**src/hdl/object_id_map_with_frame_bitmaps_unit_assert.svh**
```systemverilog
// assertion macros for the object id map unit
`ifndef OBJECT_ID_MAP_WITH_FRAME_BITMAPS_UNIT_ASSERT_SVH
`define OBJECT_ID_MAP_WITH_FRAME_BITMAPS_UNIT_ASSERT_SVH

// same-cycle implication
`define OIDMAP_ASSERT_NOW(label, ante, cons, msg) \
    label: assert property (@(posedge clk) disable iff (!rst_n) (ante) |-> (cons)) \
        else $error(msg);

// next-cycle implication
`define OIDMAP_ASSERT_NEXT(label, ante, cons, msg) \
    label: assert property (@(posedge clk) disable iff (!rst_n) (ante) |=> (cons)) \
        else $error(msg);

`endif

```
**src/hdl/oidmap_pkg.sv**
```systemverilog
// shared types and constants for the object id map unit
`timescale 1ns / 1ps

package oidmap_pkg;

    localparam int MAX_SLOTS_DEF  = 16;
    localparam int MAX_FRAMES_DEF = 1024;
    localparam int WORD_BITS      = 64;
    localparam int WORD_SHIFT     = 6;

    localparam int ID_W       = 32;
    localparam int SLOT_IN_W  = 4;
    localparam int FRAME_IN_W = 10;
    localparam int FCNT_W     = 11;
    localparam int HELD_W     = 5;

    typedef enum logic [1:0] {
        OP_GET_ADD = 2'd0,
        OP_REMOVE  = 2'd1,
        OP_QUERY   = 2'd2,
        OP_MARK    = 2'd3
    } op_t;

    typedef enum logic [1:0] {
        ST_OK        = 2'd0,
        ST_FULL      = 2'd1,
        ST_NOT_FOUND = 2'd2,
        ST_INVALID   = 2'd3
    } status_t;

    typedef struct packed {
        logic    load;
        logic    step;
        logic    add;
        logic    hold_row;
        logic    shift;
        logic    close;
        logic    rd;
        logic    wr;
        logic    fin;
        logic    fin_found;
        logic    fin_bit;
        status_t fin_status;
    } dp_cmd_t;

    typedef struct packed {
        op_t  op;
        logic at_end;
        logic hit;
        logic full;
        logic last;
        logic acc_ok;
    } dp_stat_t;

endpackage

```
**src/hdl/oidmap_ctrl.sv**
```systemverilog
// sequencing state machine for the object id map unit
`timescale 1ns / 1ps

module oidmap_ctrl
    import oidmap_pkg::*;
(
    input  logic     clk,
    input  logic     rst_n,
    input  logic     start,
    input  dp_stat_t stat,
    output logic     busy,
    output dp_cmd_t  cmd
);

    typedef enum logic [2:0] {
        S_IDLE,
        S_DISPATCH,
        S_SCAN,
        S_SHIFT,
        S_ACCESS
    } state_t;

    state_t state_reg;
    state_t state_next;
    logic   busy_reg;

    always_comb
    begin
        cmd        = '0;
        state_next = state_reg;
        case (state_reg)
            S_IDLE:
            begin
                if (start)
                begin
                    cmd.load   = 1'b1;
                    state_next = S_DISPATCH;
                end
            end
            S_DISPATCH:
            begin
                if (stat.op inside {OP_GET_ADD, OP_REMOVE})
                begin
                    state_next = S_SCAN;
                end
                else if (stat.acc_ok)
                begin
                    cmd.rd     = 1'b1;
                    state_next = S_ACCESS;
                end
                else
                begin
                    cmd.fin        = 1'b1;
                    cmd.fin_status = ST_INVALID;
                    state_next     = S_IDLE;
                end
            end
            S_SCAN:
            begin
                if (stat.at_end)
                begin
                    cmd.fin    = 1'b1;
                    state_next = S_IDLE;
                    if (stat.op == OP_GET_ADD)
                    begin
                        if (stat.full)
                        begin
                            cmd.fin_status = ST_FULL;
                        end
                        else
                        begin
                            cmd.add        = 1'b1;
                            cmd.fin_found  = 1'b1;
                            cmd.fin_status = ST_OK;
                        end
                    end
                    else
                    begin
                        cmd.fin_status = ST_NOT_FOUND;
                    end
                end
                else if (stat.hit)
                begin
                    if (stat.op == OP_GET_ADD)
                    begin
                        cmd.fin        = 1'b1;
                        cmd.fin_found  = 1'b1;
                        cmd.fin_status = ST_OK;
                        state_next     = S_IDLE;
                    end
                    else
                    begin
                        cmd.hold_row = 1'b1;
                        state_next   = S_SHIFT;
                    end
                end
                else
                begin
                    cmd.step = 1'b1;
                end
            end
            S_SHIFT:
            begin
                if (stat.last)
                begin
                    cmd.close      = 1'b1;
                    cmd.fin        = 1'b1;
                    cmd.fin_status = ST_OK;
                    state_next     = S_IDLE;
                end
                else
                begin
                    cmd.shift = 1'b1;
                end
            end
            S_ACCESS:
            begin
                cmd.wr         = (stat.op == OP_MARK);
                cmd.fin        = 1'b1;
                cmd.fin_bit    = (stat.op == OP_QUERY);
                cmd.fin_status = ST_OK;
                state_next     = S_IDLE;
            end
            default:
            begin
                state_next = S_IDLE;
            end
        endcase
    end

    always_ff @(posedge clk or negedge rst_n)
    begin
        if (!rst_n)
        begin
            state_reg <= S_IDLE;
            busy_reg  <= 1'b0;
        end
        else
        begin
            state_reg <= state_next;
            busy_reg  <= (state_next != S_IDLE);
        end
    end

    assign busy = busy_reg;

endmodule

```
**config.mk**
```make
export PLATFORM = sky130hd
export DESIGN_NAME = oidmap_ctrl
export DESIGN_NICKNAME = d
export VERILOG_FILES = /design/src/hdl/object_id_map_with_frame_bitmaps_unit_assert.svh /design/src/hdl/oidmap_pkg.sv /design/src/hdl/oidmap_ctrl.sv
export SDC_FILE = /design/constraint.sdc
export NUM_CORES = 1
export LEC_CHECK = 0
export ABC_CLOCK_PERIOD_IN_PS = 2200
export BUFFER_PORTS_ARGS = -buffer_cell sky130_fd_sc_hd__buf_2
export CORE_AREA = 2 2 39 41
export CTS_BUF_LIST = sky130_fd_sc_hd__clkbuf_16
export CTS_CLUSTER_SIZE = 10
export DETAILED_ROUTE_END_ITERATION = 10
export DIE_AREA = 0 0 41 43
export SYNTH_ARGS = -nofsm -noshare
export SYNTH_HDL_FRONTEND = slang
export SYNTH_SLANG_ARGS = --single-unit
```
**constraint.sdc**
```tcl
create_clock -name clk -period 2.2 [get_ports clk]
set_input_delay 0.44 -clock clk [delete_from_list [all_inputs] [get_ports clk]]
set_output_delay 0.44 -clock clk [all_outputs]
set_load 0.02 [all_outputs]
```
==> impl_metrics.json <==
{
  "cts_resized": 0,
  "grt_overflow_total": 0,
  "coreArea_um2": 1384,
  "drt_first_iter_violations": 6,
  "numCtsBuffers": 3,
  "fin_setup_tns_ns": 0,
  "clock_latency_of_the_later_clocked_register_in_the_worst_skew_pair_ns": 0.22,
  "timing.critical_path.cells": "nor3b_4 -> nand3_1 -> o21ai_2 -> buf_2",
  "critical-path-max-stage-delay_ns": 0.51,
  "syn-cell-area_um2": 434.2,
  "highest-signal-layer": "met3",
  "clock_skew_ns": 0.0008878,
  "timing.slew.headroom_pct": 72.59,
  "final_antenna_net_count": 0,
  "die_width_um": 41,
  "netlist-cell-type-count": 28,
  "swShare_pct": 37.55,
  "root_buffer": "sky130_fd_sc_hd__clkbuf_16",
  "yosysWarningCount": 0,
  "clk_path_buf_depth": 2,
  "final-hold-violation-count": 0,
  "timing.critical_path.arrival_ns": 1.50,
  "vias_in_the_first_global_route": 364,
  "post_synth_inst_count": 50,
  "overall_routing_resource_usage_pct": 12.73,
  "critPathKind": "flop to output pin",
  "cts.repair_timing.setup_buffer_count": 0,
  "largest_register_ffs": 3,
  "outcome": "completed",
  "ys_ff_latch": 4,
  "power.internal_mw": 0.4708,
  "power.leakage_nw": 0.3102,
  "die-area_um2": 1763,
  "rsz_0062_raised_after_global_routing": "no",
  "wl_met2_um": 489,
  "cp_slowest_cell": "sky130_fd_sc_hd__dfrtp_1",
  "measured_slew_at_the_worst_slew_check_pin_ns": 0.4111,
  "critical_path.endpoint_type": "output pin",
  "number_of_nets_in_the_final_layout": 84,
  "via_count": 424,
  "crit_path_max_fanout": 13,
  "syn_nets": 60,
  "synth.yosys.seq_area_share_pct": 23.05,
  "tritoncts_sinks": 4,
  "antenna-diode-count": 0,
  "timing.max_cap.violations": 0,
  "detailed_place_hpwl_um": 798.2,
  "syn2layout_area_growth_pct": 40.35,
  "netSwitchingPower_mw": 0.2831,
  "holdCritPathClass": "input pin to asynchronous set/reset pin",
  "die_height_um": 43,
  "io_buffer_count": 23,
  "cts_tree": "yes",
  "share_of_post_route_cells_with_drive_strength_above_1_pct": 50.00,
  "timing.final.crit_share_pct": 88.38,
  "setup_viol": 0,
  "worst_slack_ns": 0.2556,
  "grt_antenna_before_repair": 0,
  "power_density_nw_per_um2": 1237,
  "row_count": 14,
  "timing.final.crit_period_ns": 1.944,
  "dp.cells": 85,
  "comb_power_share_pct": 41.0,
  "postLayoutCoreUtil_pct": 44.03,
  "drt_wirelength_mm": 1.032,
  "layout_commonest_cell": "sky130_fd_sc_hd__buf_2",
  "ctsHtreeMaxLevel": 1,
  "share_seq_of_total_power_pct": 21.8,
  "syn_area_per_cell_um2": 8.683,
  "gp_congestion": 0.7642,
  "route.detailed.drc": 0,
  "layoutNonFillerInstCount": 88,
  "avgViaCountPerCell": 4.818,
  "report.final.slew_viol_count": 0,
  "vdd_ir_drop_max_mv": 0.3467,
  "wl_met1_um": 504,
  "clkPwrFrac_pct": 37.2,
  "cts.reportedPaths.clkPinSlew_ns": 0.03,
  "first_pass_grt_wire_length_mm": 1.566,
  "cts-hold-fix-buffers": 0,
  "floorplan.initialDensity_pct": 31.37,
  "pre_cts_ws_ns": 0.4938,
  "detail_route.first_pass.iterations": 4,
  "filler_cell_count": 132,
  "worstPathRequired_ns": 1.76,
  "grt_start_max_net_pins": 14,
  "met3_layer_wire_length_in_the_routed_design_um": 38,
  "startpoint_type": "flop",
  "floorplan.io_pins": 24,
  "mostFrequentLayoutCells": "sky130_fd_sc_hd__buf_2, sky130_fd_sc_hd__nor2_1, sky130_fd_sc_hd__dfrtp_1",
  "drt-wirelength-per-cell_um": 11.73,
  "fmax_mhz": 514.3
}
==> power groups by stage <==
stage / combinational [mW] / sequential, mW / clock [mW]
6_report: 0.309 / 0.164 / 0.281
5_1_grt: 0.340 / 0.174 / 0.293
4_1_cts: 0.311 / 0.164 / 0.287
3_5_place_dp: 0.311 / 0.163 / 0
3_3_place_gp: 0.306 / 0.165 / 0
2_1_floorplan: 0.285 / 0.128 / 0
==> worst max-delay path: cells and delay by family, from the launching register on <==
family | cells | cell delay (ns)
AO/OA/AOI/OAI | 1 | 0.12
buffers and inverters | 1 | 0.17
flip-flops | 1 | 0.51
AND/OR/NAND/NOR | 2 | 0.48
==> kinds of logic after synthesis <==
kind of cell	count (synthesis)	share of synthesized area, %
buffers and inverters	6	9.798
and+or+nand+nor	27	45.82
DFF	4	23.06
AOI/OAI and AO/OA	13	21.32
==> routing by layer <==
| layer | global-route usage (%) | up-vias |
|---|---|---|
| li1 | - | 226 |
| met1 | 18.21 | 185 |
| met2 | 19.06 | 13 |
| met3 | 0 | 0 |
| met4 | 6.000 | 0 |
| met5 | 0 | - |
==> cells in the mapped netlist <==
cell	instances	share of area [%]
sky130_fd_sc_hd__a22oi_1	1	1.7
sky130_fd_sc_hd__nor2_1	7	6.1
sky130_fd_sc_hd__inv_1	2	1.7
sky130_fd_sc_hd__o21ai_1	3	3.5
sky130_fd_sc_hd__o21ba_2	1	2.3
sky130_fd_sc_hd__o21ai_2	1	2.0
sky130_fd_sc_hd__o211ai_2	1	2.9
sky130_fd_sc_hd__buf_6	2	5.2
sky130_fd_sc_hd__nand4b_1	1	2.0
sky130_fd_sc_hd__and2_1	2	2.9
sky130_fd_sc_hd__nand2b_1	1	1.4
sky130_fd_sc_hd__and4_2	2	4.6
sky130_fd_sc_hd__or2b_1	1	1.7
sky130_fd_sc_hd__dfrtp_1	4	23
sky130_fd_sc_hd__a21oi_2	1	2.0
sky130_fd_sc_hd__buf_4	1	1.7
sky130_fd_sc_hd__clkbuf_2	1	1.2
sky130_fd_sc_hd__nor3b_1	2	3.5
sky130_fd_sc_hd__nor3b_4	1	4.3
sky130_fd_sc_hd__and4b_1	1	2.3
sky130_fd_sc_hd__and2b_2	1	2.0
sky130_fd_sc_hd__nand2_1	2	1.7
sky130_fd_sc_hd__and3_2	1	1.7
sky130_fd_sc_hd__o211ai_1	2	3.5
sky130_fd_sc_hd__nand3_1	2	2.3
sky130_fd_sc_hd__and4bb_1	2	5.8
sky130_fd_sc_hd__a21oi_1	3	3.5
sky130_fd_sc_hd__nor4b_2	1	3.5
==> metrics by stage <==
| stage | cell area (µm²) | hold slack (ns) | total power, mW |
|---|---|---|---|
| final | 609.3 | 0.01797 | 0.7539 |
| after global routing | 609.3 | 0.02234 | 0.8061 |
| after CTS | 609.3 | 0.01741 | 0.7619 |
| after detailed placement | 534.3 | 0.2513 | 0.4740 |
| after global placement | 534.3 | 0.2472 | 0.4706 |
| after floorplan | 434.2 | 0.1444 | 0.4132 |
==> layout make-up <==
type                       count  area [µm²]  area share [%]
clock buffer                   3       75.07           12.32
inverter                       2       7.507           1.232
multi-input combinational     40       291.5           47.84
sequential                     4       100.1           16.43
tap                           16       20.02           3.285
timing repair buffer          23       115.1           18.89
==> final timing paths <==
check	to	depth (start not counted)	slack, ns	startpoint
worst min register to register	busy	1	0.70	state_reg[2]
worst max register to register	state_reg[1]	3	0.88	state_reg[0]
max in group asynchronous	state_reg[0]	1	2.06	rst_n
min in group clk	state_reg[2]	2	0.57	stat[0]
worst min-delay path	busy	1	0.02	rst_n
worst max-delay path	cmd[0]	4	0.26	state_reg[0]
(Power assumes the default switching activity.)
